**src/sv/mfap_pkg.sv**
```systemverilog
package mfap_pkg;

   localparam int NODES     = 16;
   localparam int NODE_BITS = 4;
   localparam int CAP_BITS  = 24;
   localparam int RES_BITS  = CAP_BITS + 1;
   localparam int FLOW_BITS = 28;
   localparam int EDGE_BITS = 16;
   localparam int ADDR_BITS = 2 * NODE_BITS;
   localparam int CELLS     = NODES * NODES;
   localparam int PTR_BITS  = NODE_BITS + 1;

   localparam logic [RES_BITS-1:0]  CAP_MAX  = {1'b0, {CAP_BITS{1'b1}}};
   localparam logic [RES_BITS-1:0]  RES_MAX  = {RES_BITS{1'b1}};
   localparam logic [FLOW_BITS-1:0] FLOW_MAX = {FLOW_BITS{1'b1}};

   localparam logic [1:0] MODE_ADD   = 2'd0;
   localparam logic [1:0] MODE_RUN   = 2'd1;
   localparam logic [1:0] MODE_CLEAR = 2'd2;

   typedef enum logic [1:0] {
      OP_ADD   = 2'd0,
      OP_RUN   = 2'd1,
      OP_SAME  = 2'd2,
      OP_CLEAR = 2'd3
   } op_type;

   typedef struct packed {
      op_type                 op;
      logic [NODE_BITS-1:0]   src;
      logic [NODE_BITS-1:0]   dst;
      logic [EDGE_BITS-1:0]   cap;
   } cmd_type;

endpackage

```
**src/sv/mfap_queue.sv**
```systemverilog
module mfap_queue import mfap_pkg::*; (
   input  logic    clock,
   input  logic    reset,
   input  logic    push,
   input  cmd_type push_cmd,
   input  logic    pop,
   output logic    full,
   output logic    not_empty,
   output cmd_type head
);

   cmd_type    slot_ff [2];
   logic       wr_ptr_ff, wr_ptr_in;
   logic       rd_ptr_ff, rd_ptr_in;
   logic [1:0] count_ff, count_in;

   assign full      = (count_ff == 2'd2);
   assign not_empty = (count_ff != 2'd0);
   assign head      = slot_ff[rd_ptr_ff];

   always_comb begin
      wr_ptr_in = wr_ptr_ff ^ push;
      rd_ptr_in = rd_ptr_ff ^ pop;
      count_in  = count_ff + {1'b0, push} - {1'b0, pop};
   end

   always_ff @(posedge clock) begin
      if (reset) begin
         wr_ptr_ff <= 1'b0;
         rd_ptr_ff <= 1'b0;
         count_ff  <= 2'd0;
      end else begin
         wr_ptr_ff <= wr_ptr_in;
         rd_ptr_ff <= rd_ptr_in;
         count_ff  <= count_in;
      end
      if (push) begin
         slot_ff[wr_ptr_ff] <= push_cmd;
      end
   end

endmodule

```
**config.mk**
```make
export PLATFORM = sky130hd
export DESIGN_NAME = mfap_queue
export DESIGN_NICKNAME = d
export VERILOG_FILES = /design/src/sv/mfap_pkg.sv /design/src/sv/mfap_queue.sv
export SDC_FILE = /design/constraint.sdc
export NUM_CORES = 1
export LEC_CHECK = 0
export BUFFER_PORTS_ARGS = -buffer_cell sky130_fd_sc_hd__buf_2
export CORE_MARGIN = 1
export CORE_UTILIZATION = 55
export CTS_CLUSTER_DIAMETER = 30
export DETAILED_ROUTE_END_ITERATION = 7
export GPL_TIMING_DRIVEN = 0
export PLACE_DENSITY = 0.83
export SYNTH_ARGS = -nofsm -noshare
export SYNTH_HDL_FRONTEND = slang
export SYNTH_SLANG_ARGS = --single-unit
```
**constraint.sdc**
```tcl
create_clock -name clock -period 3.63 [get_ports clock]
set_clock_uncertainty 0.1 [all_clocks]
set_input_delay 0.5445 -clock clock [delete_from_list [all_inputs] [get_ports clock]]
set_output_delay 0.5445 -clock clock [all_outputs]
set_load 0.1 [all_outputs]
```
# Word level (Yosys, flattened, before mapping)
# Memories as Yosys holds them, arrays and structs flattened. A register that Yosys moved wholly into a read port is not among the register bits.
# Cells that the tools add are included.
[word_totals]
inputBits = 30
ramBits = 52
output_inout_bits = 28
regBits = 4
n_memories = 1
elab_cells = 13
[classes]
n_addsub = 2
n_eq_ne = 1
muxes = 3
n_reduce_logical = 1
bitwise_logic = 2
[mem_list]
columns = ["memory", "depth", "width", "read_ports", "rd_clocked_by_memory_dff", "write_ports", "line_no", "source"]
rows = [
  ["slot_ff", 2, 26, 1, 1, 1, "mfap_queue.sv:12", "cmd_type slot_ff [2];"],
]
[op_table]
columns = ["operator", "n"]
rows = [
  ["1-bit two-way mux", 3],
  ["2-bit by 1-bit adder with 2-bit output", 1],
  ["2-bit equality test, second input constant", 1],
  ["2-bit nonzero test", 1],
  ["2-bit by 1-bit subtractor with 2-bit output", 1],
  ["1-bit bitwise XOR", 2],
]

# Depth between registers and ports, before layout
[logic_depth]
ltp_word = 2
mapped_depth = 6
depth_no_buf = 6

# Worst setup path before layout
# No wires, ideal clock.
[synth_timing]
path_kind = "register to output"
start = "register count_ff[1]"
end = "output port full"
slack_ps = 1287
arrival_time_ps = 1698
t_required_ps = 2985
n_path_buf = 0
path_stages_with_launch = 2
path_cell_list = "dfxtp_1 nor2b_1"
[synth_between]
elab_chain_len = 1
[synth_lines]
columns = ["item", "line_no", "source"]
rows = [
  ["start, declared", "mfap_queue.sv:15", "logic [1:0] count_ff, count_in;"],
  ["start signal, assigned", "mfap_queue.sv:35", "count_ff <= count_in;"],
  ["2-bit equality test", "mfap_queue.sv:17", "assign full = (count_ff == 2'd2);"],
  ["end, declared", "mfap_queue.sv:7", "output logic full,"],
]
# No other way between the ends.

==> impl_metrics.ini <==
[cells_and_area]
ff_latch_area_um2 = 1640
num-fill-cells = 270
multi_input_area_um2 = 475
final_area_um2 = 2610
diodes = 0
final_common_cell = buf_2
drive_above_1_share_pct = 55.8
nNetsFinal = 198
area_delta_synth_final_pct = 19.5
final_cells = 213
mostFrequentLayoutCells = buf_2, edfxtp_1, mux2_4

[critical_path]
cp.required_ns = 2.99
crit_type = register to output pin
crit_arrival_ns = 1.53
critPathCaptureType = output pin
cp_max_fo = 10
start_kind = register

[power_and_ir_drop]
power_mw = 1.54
p_per_area_nw_per_um2 = 592
irDropWorstVdd_mv = 0.354
power.leakage_nw = 1.05

[drt]
drt_iter0_drc = 22
vias = 1055
ant_nets = 0
vias_per_cell = 4.95
wl_um = 3070
route.detailed.drc = 0
wl_per_cell_um = 14.4
dr.pass1.iters = 4

[logic_synthesis]
synthMuxAreaShare_pct = 16.7
synth-xor-area-share_pct = 1.44
ys.warnings.count = 0
yosys.area_share.simple_pct = 1.38
syn_avg_cell_area_um2 = 21.8
synth_top_family_by_area = multiplexers
synth-compound-area-share_pct = 0
netlist_area_um2 = 2180
synthCells = 100
synth_fp_nets = 134
synth-adder-area-share_pct = 2.30
ys_seq_area_share_pct = 75.3
yosysUniqueCellTypes = 13
ys_ff_latch = 56

[floorplanning]
initial_core_util_pct = 58.2
num_rows = 22
fp.dieW_um = 65.0
ios = 58
coreArea_um2 = 3740
die-area_um2 = 4220
die_h_um = 65.0

[grt]
grt_use_total_pct = 16.7
grt_max_degree = 27
overflow = 0
antenna_found_initial = 0
grt_pass1_wl_um = 4950
grt_pass1_vias = 1099

[timing]
layout_min_cycle_time_ns = 2.17
finalCritPeriodShare_pct = 59.8
tightestPinTransition_ns = 1.19
finalSetupTns_ns = 0
layout_setup_ws_ns = 1.46
hold_viol = 0
drv_slew = 0
relSlewSlack_pct = 20.6
rsz0062_at_grt = false
max_freq_mhz = 461
setup_viol = 0

[place]
dp_hpwl_um = 2170
place_area_um2 = 2520
place_inst = 205
io_buffers = 57
dp_slack_ns = 1.46
place.gp.congestion = 0.610

[cts]
cts_resized = 0
cts_made_buffers = 5
path_clk_slew_ns = 0.08
cts_tree = built
clock_latency_ns = 0.30
cts-root-buf = clkbuf_8
post_cts_buffers = 0
cts_buffer_depth = 2
hold_buffers = 0
cts_sinks = 56
htree_num_levels = 2

[flow_run]
max-cap-violations = 0

[status]
outcome = finished clean

[worst_hold_path]
hp-class = input port to register
[Yosys cell counts, drive strengths merged]
cell    count  area [um2]
nor2b       2        12.5
buf         3        51.3
or2         1        6.26
mux2       26         364
edfxtp     52        1560
ha          4        50.1
inv         3        11.3
nor2        3        11.3
dfxtp       4        80.1
xnor3       1        22.5
xnor2       1        8.76
[kinds of logic (layout without fill, tap and decap cells)]
kind of cell	count (synthesis)	after routing
multiplexers	26	26
flip-flops	56	56
adder cells (fa/ha/maj)	4	4
buffers and inverters	6	71
AND/OR/NAND/NOR	6	6
XOR/XNOR	2	2
[final cells by class]
type	count	share of cell area (%)
multi-input combinational	38	18.3
sequential	56	63.0
inverter	3	0.432
buffer	3	1.97
tap	48	2.31
clock buffer	8	3.07
timing repair buffer	57	11.0
[registers in the layout, summed over array words and instances, names as in the netlist]
register	count
wr_ptr_ff	1
slot_ff	52
count_ff	2
rd_ptr_ff	1
[worst max-delay path, cell delays in order, from the launching register on]
cell     delay (ns)
dfxtp_1        0.33
buf_6          0.16
buf_12         0.16
mux2_4         0.30
buf_2          0.29
[worst paths after layout]
path                              startpoint              to  slack, ns  depth (start not counted)
worst min register to register     wr_ptr_ff       wr_ptr_ff       0.48                          3
worst min-delay path            push_cmd[15]  slot_ff[0][15]       0.33                          1
worst max-delay path               rd_ptr_ff        head[24]       1.46                          4
worst max register to register     wr_ptr_ff   slot_ff[0][3]       1.84                          2
[layer usage]
metal  up-vias  GRT usage (%)  wire length, um
li1        508              -                -
met5         -              0                0
met1       505           16.2             1140
met2        36           30.5             1680
met4         0           6.67               46
met3         6           7.22              207
[where the power goes]
group          internal (mW)  switching (mW)  leakage, nW
Clock                  0.137           0.172       0.0395
Combinational          0.112           0.354        0.488
Sequential             0.753          0.0138        0.521
[stage by stage]
stage          hold WS (ns)  util, %
2_1_floorplan         0.419        -
3_3_place_gp          0.429     67.4
3_5_place_dp          0.473     67.4
4_1_cts               0.319     69.6
5_1_grt               0.306     69.6
6_report              0.330     69.6
No activity file was read; power rests on OpenSTA's default activity.
