===== config.mk =====
export PLATFORM = sky130hd
export DESIGN_NAME = mfap_front
export DESIGN_NICKNAME = d
export VERILOG_FILES = /design/src/sv/mfap_pkg.sv /design/src/sv/mfap_front.sv
export SDC_FILE = /design/constraint.sdc
export NUM_CORES = 1
export LEC_CHECK = 0
export BUFFER_PORTS_ARGS = -buffer_cell sky130_fd_sc_hd__buf_4
export CORE_AREA = 2 2 39 41
export DETAILED_ROUTE_END_ITERATION = 6
export DIE_AREA = 0 0 41 43
export PLACE_DENSITY = 0.73
export SYNTH_ARGS = -nofsm -noshare
export SYNTH_HDL_FRONTEND = slang
export SYNTH_SLANG_ARGS = --single-unit

===== constraint.sdc =====
create_clock -name vclk -period 1.43
set_input_delay 0.286 -clock vclk [all_inputs]
set_output_delay 0.286 -clock vclk [all_outputs]
set_load 0.03 [all_outputs]

===== src/sv/mfap_pkg.sv =====
package mfap_pkg;

   localparam int NODES     = 16;
   localparam int NODE_BITS = 4;
   localparam int CAP_BITS  = 24;
   localparam int RES_BITS  = CAP_BITS + 1;
   localparam int FLOW_BITS = 28;
   localparam int EDGE_BITS = 16;
   localparam int ADDR_BITS = 2 * NODE_BITS;
   localparam int CELLS     = NODES * NODES;
   localparam int PTR_BITS  = NODE_BITS + 1;

   localparam logic [RES_BITS-1:0]  CAP_MAX  = {1'b0, {CAP_BITS{1'b1}}};
   localparam logic [RES_BITS-1:0]  RES_MAX  = {RES_BITS{1'b1}};
   localparam logic [FLOW_BITS-1:0] FLOW_MAX = {FLOW_BITS{1'b1}};

   localparam logic [1:0] MODE_ADD   = 2'd0;
   localparam logic [1:0] MODE_RUN   = 2'd1;
   localparam logic [1:0] MODE_CLEAR = 2'd2;

   typedef enum logic [1:0] {
      OP_ADD   = 2'd0,
      OP_RUN   = 2'd1,
      OP_SAME  = 2'd2,
      OP_CLEAR = 2'd3
   } op_type;

   typedef struct packed {
      op_type                 op;
      logic [NODE_BITS-1:0]   src;
      logic [NODE_BITS-1:0]   dst;
      logic [EDGE_BITS-1:0]   cap;
   } cmd_type;

endpackage


===== src/sv/mfap_front.sv =====
module mfap_front import mfap_pkg::*; (
   input  logic                 req_valid,
   input  logic [1:0]           req_mode,
   input  logic [NODE_BITS-1:0] req_from_node,
   input  logic [NODE_BITS-1:0] req_to_node,
   input  logic [EDGE_BITS-1:0] req_edge_capacity,
   input  logic                 queue_full,
   output logic                 req_stall,
   output logic                 push,
   output cmd_type              cmd
);

   assign req_stall = queue_full;

   always_comb begin
      cmd.src = req_from_node;
      cmd.dst = req_to_node;
      cmd.cap = req_edge_capacity;
      cmd.op  = OP_ADD;
      push    = 1'b0;
      case (req_mode)
         MODE_ADD: begin
            cmd.op = OP_ADD;
            push   = req_valid && !queue_full;
         end
         MODE_RUN: begin
            // source equal to sink gets its error reply without a search
            cmd.op = (req_from_node == req_to_node) ? OP_SAME : OP_RUN;
            push   = req_valid && !queue_full;
         end
         MODE_CLEAR: begin
            cmd.op = OP_CLEAR;
            push   = req_valid && !queue_full;
         end
         default: begin
            push = 1'b0;
         end
      endcase
   end

endmodule


### Word-level counts from Yosys, hierarchy flattened

Cells that the tools add are included.

| storage, ports and cells | value |
|---|---|
| input port bits | 28 |
| word-level logic and storage cells | 10 |
| output and inout port bits | 28 |
| bits in registers | 0 |

| cells by class | value |
|---|---|
| muxes and demuxes | 3 |
| reductions and logical operators | 4 |
| equality and inequality tests | 3 |

Operator list:

| cell | number |
|---|---|
| $eq A4 B4 Y1 | 1 |
| $pmux W2 S2 | 1 |
| $reduce_or A3 Y1 | 1 |
| $eq A2 B1 Y1 const B | 1 |
| $eq A2 B2 Y1 const B | 1 |
| $logic_not A2 Y1 | 1 |
| $mux W2 | 1 |
| $logic_and A1 B1 Y1 | 1 |
| $logic_not A1 Y1 | 1 |
| $mux W1 | 1 |

### Logic depth before layout (Yosys ltp)

Gate-level depths: netlist of run 1.

| depth | value |
|---|---|
| depth in word-level cells | 3 |
| gate-level depth with buffers | 4 |
| gate-level depth less buffers | 4 |

### Worst setup path after synthesis of run 1

No wires, ideal clock.

| timing | value |
|---|---|
| path type | in2out |
| from | input req_mode[0] |
| to | output push |
| data arrival time | 1.211 ns |
| path buffers | 0 |
| data required time | 1.144 ns |
| cell stages on the path | 2 |
| slack | -0.067 ns |
| path through | ha_1 -> nor3b_1 |

| on the way | value |
|---|---|
| word-level cells in the longest chain between the ends | 3 |
| elaborated cells on any way between the ends | 5 |
| classes of those cells | eq/ne (2); mux (1); reduce/logical (2) |

Ends and longest elaborated chain:

| item | line | source |
|---|---|---|
| start, declared | mfap_front.sv:3 | `input logic [1:0] req_mode,` |
| $eq A2 B2 Y1, or another cell as far along | mfap_front.sv:21 | `case (req_mode)` |
| $reduce_or A3 Y1 (no source line) (*) | n/a |  |
| $mux W1 (*) | n/a |  |
| end, declared | mfap_front.sv:9 | `output logic push,` |

Mark *: on every way between the ends. The rest lies on a longest branch, timed or not.

==> results.cfg, run 1 <==
[status]
outcome = complete, no violations

[routing]
drc = 0
route.met2.wl_microns = 248
ant_nets = 0
wl_met3_microns = 104
met1_length_microns = 154
vias = 223
wire_per_inst_microns = 9.04
highest_layer = met3
wl_microns = 506
via_per_inst = 3.98
dr.pass1.iters = 1
drt_iter0_drc = 0

[timing]
tightest_slew_ns = 0.160
layout_setup_ws_ns = 0.0357
final.period_utilization_pct = 97.5
drv_slew = 0
max_freq_mhz = 717
grt_setup_unrepaired = false
hold_viol = 0
fin_crit_ns = 1.39
whs_ns = 0.572
setup_viol = 0
relSlewSlack_pct = 89.3

[power]
power.density_mw_per_mm2 = 389
peakVddDrop_mv = 0.0836
static-leakage-power_uw = 0.000191

[cells_and_area]
nets = 73
fin_util_pct = 26.6
regArea_sq_um = 0
drive_gt1_share_pct = 72.5
seq_cells = 0
antennaDiodeCount = 0
clkbuf_count = 0
area_delta_synth_final_pct = 16.7

[synth]
netlist_top_cells_area = buf_4 (60%), ha_1 (12%), xnor2_1 (11%)
synth_nets = 72
avgSynthCellArea_sq_um = 7.69
ys_types = 10
yosysTopAreaCellShare_pct = 59.5
yosysMostFrequentCell = buf_4
synth_top_cell_by_area = buf_4
syn-cell-area_sq_um = 315
syn_inst = 41
yosysWarnings = 0
synthTopCellsByCount = buf_4 (25), xnor2_1 (4), ha_1 (3)
synth-seq-area-share_pct = 0

[global_route]
grt_max_degree = 4
grt_pass1_vias = 211
grt_pass1_wl_microns = 710
track_usage_pct = 5.29
grt_overflow = 0
antenna_found_initial = 0

[place]
io_buffer_count = 24
pre_cts_ws_ns = -0.0780
routabilityCongestion = 0.587

[floorplanning]
start_util_pct = 22.8
ios = 56
core_sq_mm = 0.00138
die_h_microns = 43
die-area_sq_mm = 0.00176
chipWidth_microns = 41
row_count = 14

[worst_hold_path]
hp-start = req_edge_capacity[6]
hold_depth = 0
holdCritPathClass = in -> out
hold_end = cmd[6]

[setup_path]
worstSetupPathType = in -> out
start_kind = input pin
cp_data_required_time_ns = 1.14
crit_path_max_fanout = 3
critPathArrivalTime_ns = 1.11
end_kind = output port

[flow_run]
cap_violations = 0
==> worst max-delay path, stage by stage <==
cell and delay, ns:
buf_6 0.08, inv_2 0.04, ha_4 0.26, nand2b_4 0.11, a21bo_1 0.20, buf_6 0.13
==> power by group <==
part           internal, uW  switching, uW  leakage, uW  total (uW)
Clock                     0              0            0           0
Sequential                0              0            0           0
Combinational          71.7           71.3     0.000191         143
Total                  71.7           71.3     0.000191         143
==> logic make-up after synthesis <==
kind of cell               count (synthesis)  share of synthesized area, %
buffers and inverters                     27                          61.9
adders and majority gates                  3                          11.9
AOI/OAI and AO/OA                          2                          4.76
and+or+nand+nor                            5                          10.3
xor gates and xnor gates                   4                          11.1
==> what timing repair did <==
action | in CTS | in global routing
hold endpoints to repair | 0 | 0
setup endpoints to repair | 2 | 1
setup buffers | 0 | 0
pin swaps | 0 | 1
hold buffers | 0 | 0
resized for setup | 4 | 2
==> layout by cell type (no fill, tap or decap) <==
cell type  synthesis  final
buf_4             25     21
o21ai_2            0      1
nand2b_1           2      1
buf_6              0      3
inv_1              2      1
a21bo_1            1      1
ha_1               3      2
nand2b_4           0      1
xnor2_1            4      4
nand4_1            1      1
ha_4               0      1
nor3b_2            0      1
inv_2              0      1
nor2b_1            1      1
==> worst max-delay path by stage <==
| stage | startpoint | cells past startpoint | to | slack [ns] |
|---|---|---|---|---|
| floorplan | req_mode[0] | 4 | cmd[24] | 0.05 |
| global placement | req_mode[0] | 6 | cmd[24] | -0.05 |
| detailed placement | req_mode[0] | 6 | cmd[24] | -0.08 |
| CTS | req_mode[1] | 5 | cmd[24] | 0.01 |
| global route | req_to_node[0] | 5 | cmd[24] | 0.002 |
| finish | req_mode[0] | 6 | cmd[24] | 0.04 |
==> final cells by class <==
type	count	area, sq um
fill	160	1020
timing repair buffer	24	191
multi-input combinational	14	149
tap	16	20.0
inverter	2	7.51
==> metrics by stage <==
step	std cells	total power (uW)	cell area (sq um)	TNS, ns
after floorplan	41	171	324	0
after global placement	56	130	337	-0.0511
after detailed placement	56	132	337	-0.0842
after CTS	56	143	360	0
after global routing	56	154	368	0
final	56	143	368	0
==> metal layers <==
layer	up-vias	global-route usage [%]
met5	-	0
met4	0	0
met3	0	1.05
met2	23	11.6
met1	99	4.43
li1	101	-
(Power assumes the default switching activity.)
==> run 2: changes to the inputs <==
--- a/config.mk
+++ b/config.mk
@@ -5,7 +5,7 @@
 export SDC_FILE = /design/constraint.sdc
 export NUM_CORES = 1
 export LEC_CHECK = 0
-export BUFFER_PORTS_ARGS = -buffer_cell sky130_fd_sc_hd__buf_4
+export BUFFER_PORTS_ARGS = -buffer_cell sky130_fd_sc_hd__buf_2
 export CORE_AREA = 2 2 39 41
 export DETAILED_ROUTE_END_ITERATION = 6
 export DIE_AREA = 0 0 41 43
==> constraint.sdc (replaced) <==
create_clock -name vclk -period 1.3
set_input_delay 0.26 -clock vclk [all_inputs]
set_output_delay 0.26 -clock vclk [all_outputs]
set_load 0.03 [all_outputs]
==> results.cfg, run 2 (synthesis results as in run 1) <==
[status]
outcome = finished with violations
violations = setup timing

[routing]
wl_microns = 601
drc = 0
drt_iter0_drc = 0
ant_nets = 0
wire_per_inst_microns = 10.0
via_per_inst = 4.05
vias = 243
dr.pass1.iters = 1

[timing]
tightest_slew_ns = 0.178
layout_setup_ws_ns = -0.0598
drv_slew = 0
fin_crit_ns = 1.36
relSlewSlack_pct = 88.1
max_freq_mhz = 735
grt_setup_unrepaired = true
setup_viol = 2
hold_viol = 0
final.period_utilization_pct = 105

[cells_and_area]
layout.cells.non_filler = 60
drive_gt1_share_pct = 86.4
final_common_cell = buf_2
layout_common_cells = buf_2 (15), buf_6 (8), buf_4 (4)
antennaDiodeCount = 0
area_delta_synth_final_pct = 36.5
seq_cells = 0
clkbuf_count = 0
regArea_sq_um = 0
nets = 77

[setup_path]
path_cells = buf_8, inv_4, ha_4, nand2b_4, a21bo_4, buf_6
cp_data_required_time_ns = 1.04
cp_slowest_cell = ha_4
crit_path_max_fanout = 3
end_kind = output port
max_stage_delay_ns = 0.25
start_kind = input pin
worstSetupPathType = in -> out
critPathArrivalTime_ns = 1.10

[power]
power.density_mw_per_mm2 = 414
p_int_uw = 90.8
clkPwrFrac_pct = 0
combinationalPowerShare_pct = 100.0
static-leakage-power_uw = 0.000220
seqPwrFrac_pct = 0
power_switching_uw = 87.4
sw_frac_of_total_pct = 49.0
peakVddDrop_mv = 0.107

[global_route]
grt_max_degree = 4
track_usage_pct = 6.31
grt_pass1_vias = 236
antenna_found_initial = 0
grt_pass1_wl_microns = 814
grt_overflow = 0

[floorplanning]
row_count = 14
core_sq_mm = 0.00138
ios = 56
die-area_sq_mm = 0.00176
start_util_pct = 22.8
die_h_microns = 43
chipWidth_microns = 41

[flow_run]
cap_violations = 0

[place]
pre_cts_ws_ns = -0.207
io_buffer_count = 24
routabilityCongestion = 0.518
dpl.hpwl_microns = 493
dp_cells = 60

[worst_hold_path]
hold_depth = 0
holdCritPathClass = in -> out
[run 2: cell types whose count changed in the layout (fill, tap and decap cells not counted), sizes merged]
cell	change
buf	+4
[run 2: through the flow]
step	hold slack, ns	total power, uW	utilization, %	area (sq um)	setup TNS (ns)
floorplan	0.588	188	-	324	0
global placement	0.520	129	22.2	307	-0.237
detailed placement	0.520	132	22.2	307	-0.343
CTS	0.520	173	30.1	417	-0.0542
global route	0.520	190	31.1	430	-0.132
finish	0.520	178	31.1	430	-0.0706
[run 2: critical path: cells and delay by family]
family                   cells  cell delay, ns
AO/OA/AOI/OAI                1            0.22
adder cells (fa/ha/maj)      1            0.25
buffers and inverters        3            0.24
AND/OR/NAND/NOR              1            0.12
[run 2: final cells by class]
cell class / instances / area (sq um)
multi-input combinational: 14 / 190
fill: 152 / 953
timing repair buffer: 28 / 210
inverter: 2 / 10.0
tap: 16 / 20.0
[run 2: layer usage]
layer,wire length [microns],global-route usage (%)
met1,170,4.46
met2,331,14.7
met3,99,0.524
met4,0,0.667
met5,0,0
[run 2: repair_timing]
item,4_1_cts,5_1_grt
pin swaps,7,5
hold buffers,0,0
endpoints found under the setup margin,3,3
buffers inserted,0,0
gates cloned,0,0
gates resized for setup,21,4
[run 2: final timing paths]
kind / start / end / slack (ns)
max: req_mode[0] / cmd[24] / -0.06
min: req_edge_capacity[6] / cmd[6] / 0.52
[run 2: power by group through the flow]
| stage | clock network (uW) | logic, uW | registers [uW] |
|---|---|---|---|
| after global placement | 0 | 129 | 0 |
| after floorplan | 0 | 188 | 0 |
| after CTS | 0 | 173 | 0 |
| after detailed placement | 0 | 132 | 0 |
| final | 0 | 178 | 0 |
| after global routing | 0 | 190 | 0 |
